## config.mk

```make
export PLATFORM = sky130hd
export DESIGN_NAME = length_prefixed_deframer_flat
export DESIGN_NICKNAME = d
export VERILOG_FILES = /design/src/sv/lpd_pkg.sv /design/src/sv/lpd_byte_if.sv /design/src/sv/lpd_result_if.sv /design/src/sv/lpd_tracker.sv /design/src/sv/lpd_out_reg.sv /design/src/sv/length_prefixed_deframer.sv /design/src/flat_wrapper.sv
export VERILOG_INCLUDE_DIRS = /design/src /design/src/sv
export SDC_FILE = /design/constraint.sdc
export NUM_CORES = 1
export LEC_CHECK = 0
export ABC_AREA = 0
export BUFFER_PORTS_ARGS = -buffer_cell sky130_fd_sc_hd__buf_2
export CAP_MARGIN = 0
export CORE_MARGIN = 5
export CORE_UTILIZATION = 60
export CTS_CLUSTER_SIZE = 14
export DETAILED_ROUTE_END_ITERATION = 12
export PLACE_DENSITY = 0.84
export REMOVE_ABC_BUFFERS = 1
export SYNTH_ARGS = -nofsm -noshare
export SYNTH_HDL_FRONTEND = slang
export SYNTH_SLANG_ARGS = --single-unit
```

## constraint.sdc

```tcl
create_clock -name clk -period 6 [get_ports clk]
set_clock_uncertainty 0.1 [all_clocks]
set_input_delay 0.3 -clock clk [delete_from_list [all_inputs] [get_ports clk]]
set_output_delay 0.3 -clock clk [all_outputs]
set_load 0.05 [all_outputs]
```

## src/sv/assert_macros.svh

```systemverilog
// assertion helpers, clocked on clk and disabled while arst_n is low
`ifndef ASSERT_MACROS_SVH
`define ASSERT_MACROS_SVH

// property holds at every clock edge out of reset
`define ASSERT_CLK(lbl, prop, msg) \
	lbl: assert property (@(posedge clk) disable iff (!arst_n) prop) else $error(msg);

// condition never true at a clock edge out of reset
`define ASSERT_NEVER(lbl, cond, msg) \
	lbl: assert property (@(posedge clk) disable iff (!arst_n) !(cond)) else $error(msg);

`endif

```

## src/sv/lpd_pkg.sv

```systemverilog
`timescale 1ns / 1ps
`default_nettype none

package lpd_pkg;

	localparam int unsigned HDR_BYTES      = 8;
	localparam int unsigned KIND_OFFSET    = 4;
	localparam int unsigned VERSION_OFFSET = 6;

	localparam int unsigned CFG_IDX_W  = 2;
	localparam int unsigned CFG_DATA_W = 32;

	localparam logic [CFG_IDX_W-1:0] CFG_MAX_PAYLOAD = 2'd0;
	localparam logic [CFG_IDX_W-1:0] CFG_KIND_COUNT  = 2'd1;

	localparam logic [31:0] MAX_PAYLOAD_RST = 32'd65536;
	localparam logic [15:0] KIND_COUNT_RST  = 16'd23;

	typedef enum logic [1:0] {
		ST_HEADER  = 2'd0,
		ST_PAYLOAD = 2'd1,
		ST_FATAL   = 2'd2,
		ST_DISCARD = 2'd3
	} status_t;

	typedef struct packed {
		status_t     status;
		logic [7:0]  out_byte;
		logic [15:0] msg_kind;
		logic [15:0] frame_version;
		logic [31:0] frame_length;
		logic        frame_end;
	} result_t;

endpackage

`default_nettype wire

```

## src/sv/lpd_byte_if.sv

```systemverilog
`timescale 1ns / 1ps
`default_nettype none

interface lpd_byte_if;
	logic       valid;
	logic       ready;
	logic [7:0] data_byte;

	modport source (output valid, output data_byte, input ready);
	modport sink (input valid, input data_byte, output ready);
endinterface

`default_nettype wire

```

## src/sv/lpd_result_if.sv

```systemverilog
`timescale 1ns / 1ps
`default_nettype none

interface lpd_result_if;
	logic        valid;
	logic        ready;
	logic [1:0]  status;
	logic [7:0]  out_byte;
	logic [15:0] msg_kind;
	logic [15:0] frame_version;
	logic [31:0] frame_length;
	logic        frame_end;

	modport source (
		output valid, output status, output out_byte, output msg_kind,
		output frame_version, output frame_length, output frame_end,
		input ready
	);
	modport sink (
		input valid, input status, input out_byte, input msg_kind,
		input frame_version, input frame_length, input frame_end,
		output ready
	);
endinterface

`default_nettype wire

```

## src/sv/lpd_tracker.sv

```systemverilog
`timescale 1ns / 1ps
`default_nettype none

`include "assert_macros.svh"

module lpd_tracker (
	input  wire logic                           clk,
	input  wire logic                           arst_n,
	input  wire logic                           cfg_we,
	input  wire logic [lpd_pkg::CFG_IDX_W-1:0]  cfg_index,
	input  wire logic [lpd_pkg::CFG_DATA_W-1:0] cfg_data,
	input  wire logic                           accept,
	input  wire logic [7:0]                     data_byte,
	output lpd_pkg::result_t                    res
);

	logic [31:0] max_payload_q;
	logic [15:0] kind_count_q;

	logic [2:0]  hdr_cnt_q;
	logic [63:0] hdr_bytes_q;
	logic [31:0] payload_left_q;
	logic        in_payload_q;
	logic        fatal_q;

	logic [2:0]  pos;
	logic [63:0] hdr_base;
	logic [63:0] hdr_next;
	logic [63:0] hdr_view;
	logic        hdr_done;
	logic [31:0] len;
	logic [15:0] kind_raw;
	logic [15:0] kind;
	logic [15:0] version;
	logic [31:0] left_dec;
	logic        too_long;

	always_ff @(posedge clk or negedge arst_n) begin
		if (!arst_n) begin
			max_payload_q <= lpd_pkg::MAX_PAYLOAD_RST;
			kind_count_q  <= lpd_pkg::KIND_COUNT_RST;
		end else if (cfg_we) begin
			case (cfg_index)
				lpd_pkg::CFG_MAX_PAYLOAD: max_payload_q <= cfg_data;
				lpd_pkg::CFG_KIND_COUNT:  kind_count_q  <= cfg_data[15:0];
				default: ;
			endcase
		end
	end

	// header lane insert; the first byte of a header starts from a clean word
	always_comb begin
		pos      = hdr_cnt_q;
		hdr_base = (pos == 3'd0) ? 64'd0 : hdr_bytes_q;
		for (int i = 0; i < int'(lpd_pkg::HDR_BYTES); i++) begin
			hdr_next[8*i +: 8] = (pos == 3'(i)) ? data_byte : hdr_base[8*i +: 8];
		end
		hdr_done = (pos == 3'(lpd_pkg::HDR_BYTES - 1));
		hdr_view = in_payload_q ? hdr_bytes_q : hdr_next;
		len      = hdr_view[31:0];
		kind_raw = hdr_view[8*lpd_pkg::KIND_OFFSET +: 16];
		version  = hdr_view[8*lpd_pkg::VERSION_OFFSET +: 16];
		kind     = (kind_raw < kind_count_q) ? kind_raw : 16'd0;
		left_dec = payload_left_q - {31'd0, (payload_left_q != 32'd0)};
		too_long = (len > max_payload_q);
	end

	always_comb begin
		res               = '0;
		res.out_byte      = data_byte;
		res.status        = lpd_pkg::ST_HEADER;
		if (fatal_q) begin
			res.status = lpd_pkg::ST_DISCARD;
		end else if (in_payload_q) begin
			res.status        = lpd_pkg::ST_PAYLOAD;
			res.msg_kind      = kind;
			res.frame_version = version;
			res.frame_length  = len;
			res.frame_end     = (left_dec == 32'd0);
		end else if (hdr_done) begin
			res.msg_kind      = kind;
			res.frame_version = version;
			res.frame_length  = len;
			if (too_long) begin
				res.status = lpd_pkg::ST_FATAL;
			end else begin
				res.frame_end = (len == 32'd0);
			end
		end
	end

	always_ff @(posedge clk or negedge arst_n) begin
		if (!arst_n) begin
			hdr_cnt_q      <= '0;
			payload_left_q <= '0;
			in_payload_q   <= 1'b0;
			fatal_q        <= 1'b0;
		end else if (accept && !fatal_q) begin
			if (in_payload_q) begin
				payload_left_q <= left_dec;
				if (left_dec == 32'd0) begin
					in_payload_q <= 1'b0;
					hdr_cnt_q    <= '0;
				end
			end else begin
				// wraps to zero on the last header byte
				hdr_cnt_q <= 3'(pos + 3'd1);
				if (hdr_done) begin
					if (too_long) begin
						fatal_q <= 1'b1;
					end else begin
						payload_left_q <= len;
						in_payload_q   <= (len != 32'd0);
					end
				end
			end
		end
	end

	always_ff @(posedge clk) begin
		if (accept && !fatal_q && !in_payload_q) begin
			hdr_bytes_q <= hdr_next;
		end
	end

	`ASSERT_CLK(a_fatal_sticky, fatal_q |=> fatal_q, "fatal state cleared without reset")
	`ASSERT_NEVER(a_payload_nonzero, in_payload_q && (payload_left_q == 32'd0),
		"payload phase with nothing left")
	`ASSERT_NEVER(a_payload_hdr_idle, in_payload_q && (hdr_cnt_q != 3'd0),
		"header count moved during payload")

endmodule

`default_nettype wire

```

## src/sv/lpd_out_reg.sv

```systemverilog
`timescale 1ns / 1ps
`default_nettype none

module lpd_out_reg (
	input  wire logic             clk,
	input  wire logic             arst_n,
	input  wire logic             load,
	input  wire lpd_pkg::result_t res_d,
	output logic                  can_load,
	lpd_result_if.source          result_ch
);

	logic             valid_q;
	lpd_pkg::result_t res_q;

	// a new request may enter when the slot is empty or drains this cycle
	assign can_load = !valid_q || result_ch.ready;

	always_ff @(posedge clk or negedge arst_n) begin
		if (!arst_n) begin
			valid_q <= 1'b0;
		end else if (can_load) begin
			valid_q <= load;
		end
	end

	always_ff @(posedge clk) begin
		if (load && can_load) begin
			res_q <= res_d;
		end
	end

	assign result_ch.valid         = valid_q;
	assign result_ch.status        = res_q.status;
	assign result_ch.out_byte      = res_q.out_byte;
	assign result_ch.msg_kind      = res_q.msg_kind;
	assign result_ch.frame_version = res_q.frame_version;
	assign result_ch.frame_length  = res_q.frame_length;
	assign result_ch.frame_end     = res_q.frame_end;

endmodule

`default_nettype wire

```

## src/sv/length_prefixed_deframer.sv

```systemverilog
`timescale 1ns / 1ps
`default_nettype none

// each accepted byte's result is registered and appears on result_ch in the cycle after it is accepted
// throughput: one byte per cycle; input stalls only while a held result waits for ready
// ready stays high while the output register is empty or being drained
// reset clears all frame state and the fatal latch, loads register defaults
// (max_payload 65536, kind_count 23); the byte pipeline holds no data after reset

module length_prefixed_deframer (
	input  wire logic                           clk,
	input  wire logic                           arst_n,
	input  wire logic                           cfg_we,
	input  wire logic [lpd_pkg::CFG_IDX_W-1:0]  cfg_index,
	input  wire logic [lpd_pkg::CFG_DATA_W-1:0] cfg_data,
	lpd_byte_if.sink                            byte_ch,
	lpd_result_if.source                        result_ch
);

	logic             can_load;
	logic             accept;
	lpd_pkg::result_t res;

	assign byte_ch.ready = can_load;
	assign accept        = byte_ch.valid && can_load;

	lpd_tracker u_tracker (
		.clk       (clk),
		.arst_n    (arst_n),
		.cfg_we    (cfg_we),
		.cfg_index (cfg_index),
		.cfg_data  (cfg_data),
		.accept    (accept),
		.data_byte (byte_ch.data_byte),
		.res       (res)
	);

	lpd_out_reg u_out_reg (
		.clk       (clk),
		.arst_n    (arst_n),
		.load      (accept),
		.res_d     (res),
		.can_load  (can_load),
		.result_ch (result_ch)
	);

endmodule

`default_nettype wire

```

## src/flat_wrapper.sv

```systemverilog
// flat-port wrapper written by rule: the top's interface ports become plain ports
module length_prefixed_deframer_flat 
  (clk, arst_n, cfg_we, cfg_index, cfg_data, byte_ch_valid, byte_ch_data_byte, byte_ch_ready, result_ch_valid, result_ch_status, result_ch_out_byte, result_ch_msg_kind, result_ch_frame_version, result_ch_frame_length, result_ch_frame_end, result_ch_ready);
  lpd_byte_if byte_ch_i ();
  lpd_result_if result_ch_i ();
  input  wire logic clk;
  input  wire logic arst_n;
  input  wire logic cfg_we;
  input  wire logic [lpd_pkg::CFG_IDX_W-1:0] cfg_index;
  input  wire logic [lpd_pkg::CFG_DATA_W-1:0] cfg_data;
  input wire logic [$bits(byte_ch_i.valid)-1:0] byte_ch_valid;
  input wire logic [$bits(byte_ch_i.data_byte)-1:0] byte_ch_data_byte;
  output wire logic [$bits(byte_ch_i.ready)-1:0] byte_ch_ready;
  output wire logic [$bits(result_ch_i.valid)-1:0] result_ch_valid;
  output wire logic [$bits(result_ch_i.status)-1:0] result_ch_status;
  output wire logic [$bits(result_ch_i.out_byte)-1:0] result_ch_out_byte;
  output wire logic [$bits(result_ch_i.msg_kind)-1:0] result_ch_msg_kind;
  output wire logic [$bits(result_ch_i.frame_version)-1:0] result_ch_frame_version;
  output wire logic [$bits(result_ch_i.frame_length)-1:0] result_ch_frame_length;
  output wire logic [$bits(result_ch_i.frame_end)-1:0] result_ch_frame_end;
  input wire logic [$bits(result_ch_i.ready)-1:0] result_ch_ready;
  assign byte_ch_i.valid = byte_ch_valid;
  assign byte_ch_i.data_byte = byte_ch_data_byte;
  assign byte_ch_ready = byte_ch_i.ready;
  assign result_ch_valid = result_ch_i.valid;
  assign result_ch_status = result_ch_i.status;
  assign result_ch_out_byte = result_ch_i.out_byte;
  assign result_ch_msg_kind = result_ch_i.msg_kind;
  assign result_ch_frame_version = result_ch_i.frame_version;
  assign result_ch_frame_length = result_ch_i.frame_length;
  assign result_ch_frame_end = result_ch_i.frame_end;
  assign result_ch_i.ready = result_ch_ready;
  length_prefixed_deframer u_core (.clk(clk), .arst_n(arst_n), .cfg_we(cfg_we), .cfg_index(cfg_index), .cfg_data(cfg_data), .byte_ch(byte_ch_i), .result_ch(result_ch_i));
endmodule
```

==> flow_metrics.env, run 1 <==
export IMPL_fin_nets=1441
export IMPL_dr_pass1_iters=5
export IMPL_grt_remaining_overflow=0
export IMPL_via_per_inst=6.44
export IMPL_slew_headroom_pct=33.3
export IMPL_placed_cells=1548
export IMPL_insertedDiodeCount=0
export IMPL_std_cell_rows=52
export IMPL_worstPathRequired_ns=6.31
export IMPL_cp_end_kind="register"
export IMPL_cts_made_buffers=24
export IMPL_gp_congestion=0.950
export IMPL_routed_wl_um=34900
export IMPL_path_max_fanout=20
export IMPL_detail_route_wl_per_cell_um=21.4
export IMPL_grt_pass1_vias=10035
export IMPL_fillCellCount=1427
export IMPL_dp_hpwl_um=22700
export IMPL_cts_resized=0
export IMPL_cts_sinks=225
export IMPL_grt_util_all_layers_pct=29.0
export IMPL_ys_seq_area_share_pct=51.3
export IMPL_grt_setup_unrepaired="false"
export IMPL_ant_nets=0
export IMPL_synthTopCellsByArea="edfxtp_1 34%, dfrtp_1 16%, ha_1 5.6%"
export IMPL_cts_tree="done"
export IMPL_synth_cell_type_count=75
export IMPL_cp_cell_sequence="inv_1 > ha_1 > nor2b_1 > buf_4 > o21ai_1 > a22oi_1 > inv_1 > ha_1 > nand4_1 > nor4_1 > nand3_1 > o311ai_1 > and3_1 > nand2_1 > o31a_1"
export IMPL_fin_tns_setup_ns=0
export IMPL_top_layer="met4"
export IMPL_core_um2=20200
export IMPL_post_route_period_util_pct=87.8
export IMPL_grt_max_degree=77
export IMPL_wl_met3_um=3710
export IMPL_yosys_area_top_type="edfxtp_1"
export IMPL_p_per_area_nw_per_um2=269
export IMPL_synth_cells=1219
export IMPL_dieHeight_um=153
export IMPL_syn_area_per_cell_um2=10.1
export IMPL_ios=124
export IMPL_ctsHtreeMaxLevel=1
export IMPL_die_area_um2=23500
export IMPL_layout_setup_ws_ns=0.729
export IMPL_maxCapViolCount=0
export IMPL_synthArstFlopShare_pct=38.2
export IMPL_synth_top_area_share_pct=33.8
export IMPL_grt_pass1_wl_um=55500
export IMPL_final_hold_violation_count=0
export IMPL_port_buffers=123
export IMPL_p_leak_nw=5.63
export IMPL_drt_iter0_drc=1343
export IMPL_synthMostInstantiatedCell="nand2_1"
export IMPL_pre_cts_slack_ns=0.858
export IMPL_die_width_um=153
export IMPL_antenna_found_initial=0
export IMPL_post_cts_buffers=0
export IMPL_clk_latency_ns=0.53
export IMPL_worst_hold_slack_ns=0.135
export IMPL_synth_edf_count=139
export IMPL_drive_gt1_share_pct=18.1
export IMPL_wl_met2_um=16500
export IMPL_fin_cells=1627
export IMPL_min_period_ns=5.27
export IMPL_critPathBufInv=3
export IMPL_max_freq_ghz=0.190
export IMPL_critPathKind="reg2reg"
export IMPL_worst_pin_slew_ns=1.00
export IMPL_synth_area_um2=12300
export IMPL_start_util_pct=61.0
export IMPL_postCtsHoldBufs=35
export IMPL_route_detailed_drc=0
export IMPL_wl_met1_um=13700
export IMPL_cp_slowest_stage_delay_ns=0.86
export IMPL_area_growth_pct=15.1
export IMPL_setup_viol=0
export IMPL_vias=10478
export IMPL_clk_pin_slew_ns=0.06
export IMPL_path_delay_family="simple AND/OR/NAND/NOR gates"
export IMPL_vdd_drop_max_mv=0.143
export IMPL_hp_class="in2reg"
export IMPL_ys_flop_type="edfxtp_1"
export IMPL_cpMaxStageDelayCell="and3_1"
export IMPL_yosys_top_cells_count="142 x nand2_1, 139 x edfxtp_1, 96 x o21ai_0"
export IMPL_yosysWarnings=0
export IMPL_synth_seq_cells=225
export IMPL_root_buffer="clkbuf_16"
export IMPL_maxSlewViolCount=0
export IMPL_start_kind="register"
export IMPL_status="completed"
export IMPL_fin_total_pwr_mw=3.82
export IMPL_ctsLongestPathBuffers=3
export IMPL_critPathArrivalTime_ns=5.58
flip-flops by register name (all words and copies together), names as in the netlist, 2 cells and up:
name                                      flops
u_core.u_out_reg.result_ch.frame_version     16
u_core.u_out_reg.result_ch.status             2
u_core.u_tracker.hdr_bytes_q                 64
u_core.u_tracker.kind_count_q                16
u_core.u_out_reg.result_ch.msg_kind          16
u_core.u_tracker.payload_left_q              32
u_core.u_tracker.hdr_cnt_q                    3
u_core.u_out_reg.result_ch.out_byte           8
u_core.u_out_reg.result_ch.frame_length      32
u_core.u_tracker.max_payload_q               32
report_power, final:
part           internal [mW]  switching, mW  total [mW]
logic                  0.211          0.393       0.604
registers               1.75         0.0671        1.82
clock network          0.792          0.605        1.40
total                   2.76           1.07        3.82
cells by family after synthesis:
| family | Yosys count | share of synthesized area, % |
|---|---|---|
| AO/OA/AOI/OAI | 324 | 17.3 |
| XOR/XNOR | 4 | 0.284 |
| adder cells (fa/ha/maj) | 55 | 5.58 |
| buffers and inverters | 166 | 5.17 |
| flip-flops | 225 | 51.3 |
| multiplexers | 48 | 4.29 |
| AND/OR/NAND/NOR | 397 | 16.0 |
final cells by class:
class	count	area, um2	area share, %
sequential	225	6330	44.6
multi-input combinational	828	5380	37.9
timing repair buffer	174	1090	7.67
clock buffer	36	686	4.83
tap	270	338	2.38
inverter	86	323	2.27
clock inverter	8	55.1	0.388
worst reg2reg max path: stages, from the launching register on:
cell and delay, ns:
dfrtp_1 0.43, inv_1 0.10, ha_1 0.60, nor2b_1 0.21
buf_4 0.23, o21ai_1 0.19, a22oi_1 0.31, inv_1 0.09
ha_1 0.30, nand4_1 0.17, nor4_1 0.60, nand3_1 0.18
o311ai_1 0.23, and3_1 0.86, nand2_1 0.26, o31a_1 0.29
through the flow:
step                util, %  instance area (um2)
floorplan                 -                12000
global placement       64.8                13100
detailed placement     64.8                13100
CTS                    70.2                14200
global route           70.2                14200
finish                 70.2                14200
placed cells by master (no fill, tap or decap), drive strengths merged, types with 12 or more instances in the layout:
cell and n:
a21oi 66, a22o 36, a22oi 28, and2 12, and3 13, buf 139, clkbuf 36, dfrtp 81
dlygate4sd3 35, edfxtp 139, ha 55, inv 87, mux2 36, mux2i 12, nand2 143, nand3 30
nand4 22, nor2 76, nor2b 18, nor3 20, nor4 17, o21ai 100, o22ai 14, o32a 12
final timing paths:
path | cells past startpoint | startpoint | endpoint | slack [ns]
hold / removal | 1 | byte_ch_data_byte[7] | u_core.u_out_reg.result_ch.out_byte[7] | 0.14
hold reg to reg | 1 | u_core.u_tracker.kind_count_q[12] | u_core.u_tracker.kind_count_q[12] | 0.41
setup / recovery | 15 | u_core.u_tracker.hdr_cnt_q[0] | u_core.u_tracker.payload_left_q[31] | 0.73
min in group asynchronous | 2 | arst_n | u_core.u_tracker.max_payload_q[17] | 0.20
max in group asynchronous | 3 | arst_n | u_core.u_tracker.in_payload_q | 4.46
setup reg to reg | 15 | u_core.u_tracker.hdr_cnt_q[0] | u_core.u_tracker.payload_left_q[31] | 0.73
layer usage:
metal	vias to the layer above	track usage, %
met5	-	0
met4	0	8.33
met3	91	5.00
met2	678	47.3
met1	4987	40.3
li1	4722	-
Power figures use the tool's default switching activity.
==> run 2: changes to the inputs <==
ABC_AREA = 1   (was 0)
==> flow_metrics.env, run 2 <==
export IMPL_status="completed"
export IMPL_yosys_area_top_type="edfxtp_1"
export IMPL_routed_wl_um=34000
export IMPL_post_route_period_util_pct=80.4
export IMPL_antenna_found_initial=0
export IMPL_grt_max_degree=65
export IMPL_critPathArrivalTime_ns=5.11
export IMPL_route_detailed_drc=0
export IMPL_synthArstFlopShare_pct=38.2
export IMPL_synthMostInstantiatedCell="nand2_1"
export IMPL_crit_start="u_core.u_tracker.hdr_cnt_q[0]"
export IMPL_ctsHtreeMaxLevel=1
export IMPL_final_cell_mix="384 x nand2_1, 176 x inv_1, 164 x nor2_1, 139 x edfxtp_1, 122 x buf_2"
export IMPL_grt_busiest_layer="met2"
export IMPL_p_per_area_nw_per_um2=268
export IMPL_start_kind="register"
export IMPL_ys_seq_area_share_pct=50.5
export IMPL_p_leak_nw=6.81
export IMPL_slew_headroom_pct=24.9
export IMPL_worstRegToRegCells=18
export IMPL_placed_area_um2=13300
export IMPL_pre_cts_slack_ns=1.32
export IMPL_synthTopCellsByArea="edfxtp_1 33%, dfrtp_1 16%, nand2_1 12%"
export IMPL_clk_latency_ns=0.53
export IMPL_grt_pass1_vias=10382
export IMPL_ant_nets=0
export IMPL_grt_util_all_layers_pct=28.3
export IMPL_yosys_top_cells_count="385 x nand2_1, 177 x inv_1, 165 x nor2_1"
export IMPL_root_buffer="clkbuf_16"
export IMPL_critPathBufInv=4
export IMPL_die_width_um=155
export IMPL_grtUsageMet2_pct=43.8
export IMPL_crit_end="u_core.u_tracker.payload_left_q[16]"
export IMPL_regMostFlops="u_core.u_tracker.hdr_bytes_q"
export IMPL_min_period_ns=4.83
export IMPL_cts_tree="done"
export IMPL_maxSlewViolCount=0
export IMPL_final_common_cell="nand2_1"
export IMPL_drt_iter0_drc=1230
export IMPL_dr_pass1_iters=6
export IMPL_fin_nets=1721
export IMPL_dp_hpwl_um=24000
export IMPL_ys_flop_type="edfxtp_1"
export IMPL_grt_setup_unrepaired="false"
export IMPL_maxCapViolCount=0
export IMPL_yosysWarnings=0
export IMPL_vias=10831
export IMPL_core_um2=20800
export IMPL_worstPathRequired_ns=6.29
export IMPL_layout_setup_ws_ns=1.17
export IMPL_crit_top_cell="inv_1"
export IMPL_worstSetupPathDepth=18
export IMPL_r2r_end="u_core.u_tracker.payload_left_q[16]"
export IMPL_synth_edf_count=139
export IMPL_final_hold_violation_count=0
export IMPL_insertedDiodeCount=0
export IMPL_ctsLongestPathBuffers=3
export IMPL_met3_usage_pct=6.13
export IMPL_via_per_inst=5.66
export IMPL_critPathKind="reg2reg"
export IMPL_path_delay_family="simple AND/OR/NAND/NOR gates"
export IMPL_post_cts_buffers=0
export IMPL_hp_class="in2reg"
export IMPL_fin_tns_setup_ns=0
export IMPL_gr_usage_met1_pct=40.3
export IMPL_grt_remaining_overflow=0
export IMPL_max_freq_ghz=0.207
export IMPL_dieHeight_um=155
export IMPL_clk_pin_slew_ns=0.06
export IMPL_synth_seq_cells=225
export IMPL_final_area_um2=14500
export IMPL_cp_cell_sequence="inv_1 > ha_1 > nand2_8 > nand3_1 > o21ai_1 > o21ai_0 > inv_1 > ha_1 > nand2_1 > inv_1 > nand4_1 > nor3b_2 > nand4_1 > a31oi_2 > nand2_2 > buf_4 > nand2_1 > o21ai_2"
export IMPL_start_util_pct=60.3
export IMPL_cpMaxStageDelayCell="ha_1"
export IMPL_cp_slowest_stage_delay_ns=0.49
export IMPL_vdd_drop_max_mv=0.254
export IMPL_syn_area_per_cell_um2=8.49
export IMPL_ios=124
export IMPL_setup_viol=0
export IMPL_synth_top_area_share_pct=33.3
export IMPL_synth_cells=1478
export IMPL_cts_resized=0
export IMPL_detail_route_wl_per_cell_um=17.8
export IMPL_r2r_setup_slack_ns=1.17
export IMPL_synth_area_um2=12500
export IMPL_postCtsHoldBufs=39
export IMPL_cp_end_kind="register"
export IMPL_std_cell_rows=53
export IMPL_drive_gt1_share_pct=16.5
export IMPL_path_max_fanout=64
export IMPL_synth_cell_type_count=48
export IMPL_area_growth_pct=15.5
export IMPL_r2r_start="u_core.u_tracker.hdr_cnt_q[0]"
export IMPL_worst_pin_slew_ns=1.12
export IMPL_grt_pass1_wl_um=54500
export IMPL_port_buffers=123
export IMPL_cts_made_buffers=24
export IMPL_gp_congestion=0.954
export IMPL_die_area_um2=23900
export IMPL_largest_reg_flops=64
export IMPL_cts_sinks=225
[run 2: changes by cell type after synthesis, sizes merged, moves of 15 or more]
cell and change:
nor2b -18, a22oi -28, a22o -36, nor2 +102, inv +95, nor4 -16, buf +18, nand3 +59
nor3 -17, a21oi -15, nand2 +261, mux2 -36, clkbuf -44, o21ai +67
[run 2: logic make-up (layout without fill, tap and decap cells)]
logic type,after synthesis,count (layout),share of synthesized area [%]
and+or+nand+nor,707,707,23.9
AOI/OAI and AO/OA,250,250,11.7
buffers and inverters,236,395,8.03
DFF,225,225,50.5
adders and majority gates,55,55,5.49
xor gates and xnor gates,3,3,0.209
muxes,2,2,0.160
[run 2: metal layers]
layer | vias up | wire length, um
met5 | - | 0
met2 | 575 | 15400
met1 | 5042 | 14000
li1 | 5134 | -
met3 | 80 | 3470
met4 | 0 | 1160
[run 2: worst min-delay path by stage]
stage | slack (ns) | cells past startpoint | startpoint | to
2_1_floorplan | -0.1 | 0 | arst_n | u_core.u_out_reg.result_ch.valid
3_3_place_gp | 0.22 | 1 | arst_n | u_core.u_tracker.payload_left_q[24]
3_5_place_dp | 0.23 | 1 | arst_n | u_core.u_tracker.payload_left_q[24]
4_1_cts | 0.01 | 1 | byte_ch_data_byte[2] | u_core.u_out_reg.result_ch.out_byte[2]
5_1_grt | 0.03 | 3 | cfg_data[11] | u_core.u_tracker.kind_count_q[11]
6_report | 0.02 | 3 | cfg_data[11] | u_core.u_tracker.kind_count_q[11]
[run 2: power by group]
group / leakage (nW) / switching [mW] / internal, mW
Combinational: 3.99 / 0.375 / 0.166
Clock: 0.414 / 0.626 / 0.954
Sequential: 2.41 / 0.0363 / 1.73
[run 2: cell type report]
cell class	count	area [um2]
clock buffer	27	612
clock inverter	17	225
fill	1581	6330
inverter	182	686
multi-input combinational	1017	5220
sequential	225	6330
tap	275	344
timing repair buffer	169	1070
[run 2: stage by stage]
step	total power, mW	instances	util [%]	hold WS (ns)
floorplan	2.14	1424	-	-0.0956
global placement	2.28	1829	63.7	0.218
detailed placement	2.30	1829	63.7	0.226
CTS	3.89	1912	69.6	0.0124
global route	4.02	1912	69.6	0.0259
finish	3.88	1912	69.6	0.0200
[run 2: worst reg2reg max path: stages, from the launching register on]
cell     delay [ns]
dfrtp_1        0.43
inv_1          0.12
ha_1           0.49
nand2_8        0.37
nand3_1        0.18
o21ai_1        0.11
o21ai_0        0.30
inv_1          0.08
ha_1           0.29
nand2_1        0.07
inv_1          0.05
nand4_1        0.14
nor3b_2        0.33
nand4_1        0.26
a31oi_2        0.27
nand2_2        0.48
buf_4          0.45
nand2_1        0.11
o21ai_2        0.05
==> run 3: changes to the inputs <==
CORE_UTILIZATION = 54   (was 60)
PLACE_DENSITY = 0.8   (was 0.84)
clock period = 4.1 ns   (was 6 ns; I/O delays follow)
==> flow_metrics.env, run 3 (synthesis results as in run 2) <==
export IMPL_p_int_mw=4.19
export IMPL_via_per_inst=5.50
export IMPL_swShare_pct=26.8
export IMPL_final_common_cell="nand2_1"
export IMPL_crit_top_cell="nand2_1"
export IMPL_placed_cells=1876
export IMPL_start_util_pct=55.1
export IMPL_gp_congestion=0.989
export IMPL_dr_pass1_iters=6
export IMPL_p_per_area_nw_per_um2=389
export IMPL_detail_route_wl_per_cell_um=17.4
export IMPL_grt_remaining_overflow=0
export IMPL_largest_reg_flops=64
export IMPL_final_area_um2=14700
export IMPL_cp_cell_sequence="inv_4 > ha_2 > clkinvlp_4 > buf_4 > nand3_1 > nand2_1 > o21ai_2 > inv_1 > ha_1 > nand2_1 > nor2_1 > nand4_1 > nor3b_2 > buf_4 > nand4_1 > a31oi_2 > nand2_2 > buf_12 > nand2_1 > o21ai_2"
export IMPL_critPathArrivalTime_ns=4.14
export IMPL_area_growth_pct=17.2
export IMPL_critPathKind="reg2reg"
export IMPL_core_um2=22800
export IMPL_ios=124
export IMPL_ctsHtreeMaxLevel=1
export IMPL_drt_iter0_drc=1040
export IMPL_r2r_setup_slack_ns=0.27
export IMPL_post_route_period_util_pct=93.4
export IMPL_dp_hpwl_um=23700
export IMPL_worstPathRequired_ns=4.41
export IMPL_grt_max_degree=65
export IMPL_fin_total_pwr_mw=5.72
export IMPL_p_leak_nw=6.90
export IMPL_placed_area_um2=13400
export IMPL_fin_nets=1738
export IMPL_dieHeight_um=162
export IMPL_clockPowerShare_pct=41.2
export IMPL_grt_setup_unrepaired="false"
export IMPL_maxCapViolCount=0
export IMPL_die_width_um=162
export IMPL_status="completed"
export IMPL_cp_slowest_stage_delay_ns=0.47
export IMPL_p_comb_share_pct=13.9
export IMPL_hp_class="in2async"
export IMPL_vdd_drop_max_mv=0.347
export IMPL_port_buffers=123
export IMPL_worst_hold_slack_ns=0.208
export IMPL_regMostFlops="u_core.u_tracker.hdr_bytes_q"
export IMPL_cts_made_buffers=25
export IMPL_setup_viol=0
export IMPL_max_freq_ghz=0.261
export IMPL_root_buffer="clkbuf_16"
export IMPL_fin_cells=1968
export IMPL_power_frac_seq_pct=44.9
export IMPL_final_cell_mix="384 x nand2_1, 175 x inv_1, 164 x nor2_1, 139 x edfxtp_1, 122 x buf_2"
export IMPL_p_switching_mw=1.53
export IMPL_worst_pin_slew_ns=1.11
export IMPL_clk_latency_ns=0.54
export IMPL_start_kind="register"
export IMPL_route_detailed_drc=0
export IMPL_grt_pass1_wl_um=54300
export IMPL_cp_end_kind="register"
export IMPL_antenna_found_initial=0
export IMPL_maxSlewViolCount=0
export IMPL_cts_sinks=225
export IMPL_die_area_um2=26400
export IMPL_ctsLongestPathBuffers=3
export IMPL_grt_util_all_layers_pct=25.6
export IMPL_path_max_fanout=61
export IMPL_grt_pass1_vias=10445
export IMPL_insertedDiodeCount=0
export IMPL_drive_gt1_share_pct=17.2
export IMPL_ant_nets=0
export IMPL_std_cell_rows=55
export IMPL_clk_pin_slew_ns=0.07
export IMPL_final_util_pct=64.6
export IMPL_min_period_ns=3.83
export IMPL_final_hold_violation_count=0
export IMPL_routed_wl_um=34200
export IMPL_slew_headroom_pct=25.7
export IMPL_vias=10828
export IMPL_cts_tree="done"
export IMPL_cpMaxStageDelayCell="dfrtp_1"
## run 3: final timing paths
path | cells after the start | end | from
setup reg to reg | 20 | u_core.u_tracker.payload_left_q[21] | u_core.u_tracker.hdr_cnt_q[2]
setup / recovery | 20 | u_core.u_tracker.payload_left_q[21] | u_core.u_tracker.hdr_cnt_q[2]
hold reg to reg | 2 | u_core.u_tracker.kind_count_q[14] | u_core.u_tracker.kind_count_q[14]
max in group asynchronous | 3 | u_core.u_tracker.max_payload_q[28] | arst_n
min in group clk | 5 | u_core.u_tracker.in_payload_q | byte_ch_valid
hold / removal | 2 | u_core.u_tracker.max_payload_q[10] | arst_n
## run 3: stage by stage
stage               setup slack [ns]  TNS [ns]
finish                         0.269         0
global route                  0.0395         0
CTS                            0.164         0
detailed placement             0.202         0
global placement               0.404         0
floorplan                      -1.66   -140.45
## run 3: area by class of cell
class                   count  area, um2
fillers                  1855       8070
flip-flops and latches    225       6330
multi-input cells        1017       5220
repair buffers            185       1220
inverters                 182        689
clock buffers              31        668
well taps                 313        392
clock inverters            15        188
## run 3: layer usage
layer,GRT usage [%],share of wire (%),vias up
li1,-,-,5178
met1,36.3,43,5078
met2,40.7,46,505
met3,4.20,8.7,67
met4,7.80,2.5,0
met5,0,0,-
## run 3: power by group through the flow
stage | registers, mW | clock network [mW] | logic (mW)
after floorplan | 2.75 | 0 | 0.383
after global placement | 2.61 | 0 | 0.732
after detailed placement | 2.61 | 0 | 0.750
after CTS | 2.57 | 2.37 | 0.792
after global routing | 2.58 | 2.48 | 0.886
final | 2.57 | 2.35 | 0.797
## run 3: worst max-delay path: cells and delay by family (launching register included)
kind / cells / cell delay [ns]
AOI/OAI and AO/OA: 3 / 0.49
adders and majority gates: 2 / 0.57
buffers and inverters: 6 / 0.87
DFF: 1 / 0.47
and+or+nand+nor: 9 / 1.16
## run 3: repair_timing
action                                  in CTS  in global routing
hold endpoints to repair                   122                  0
resized for setup                            0                  4
buffers inserted                             0                  3
endpoints found under the setup margin       0                 32
hold buffers                                43                  0
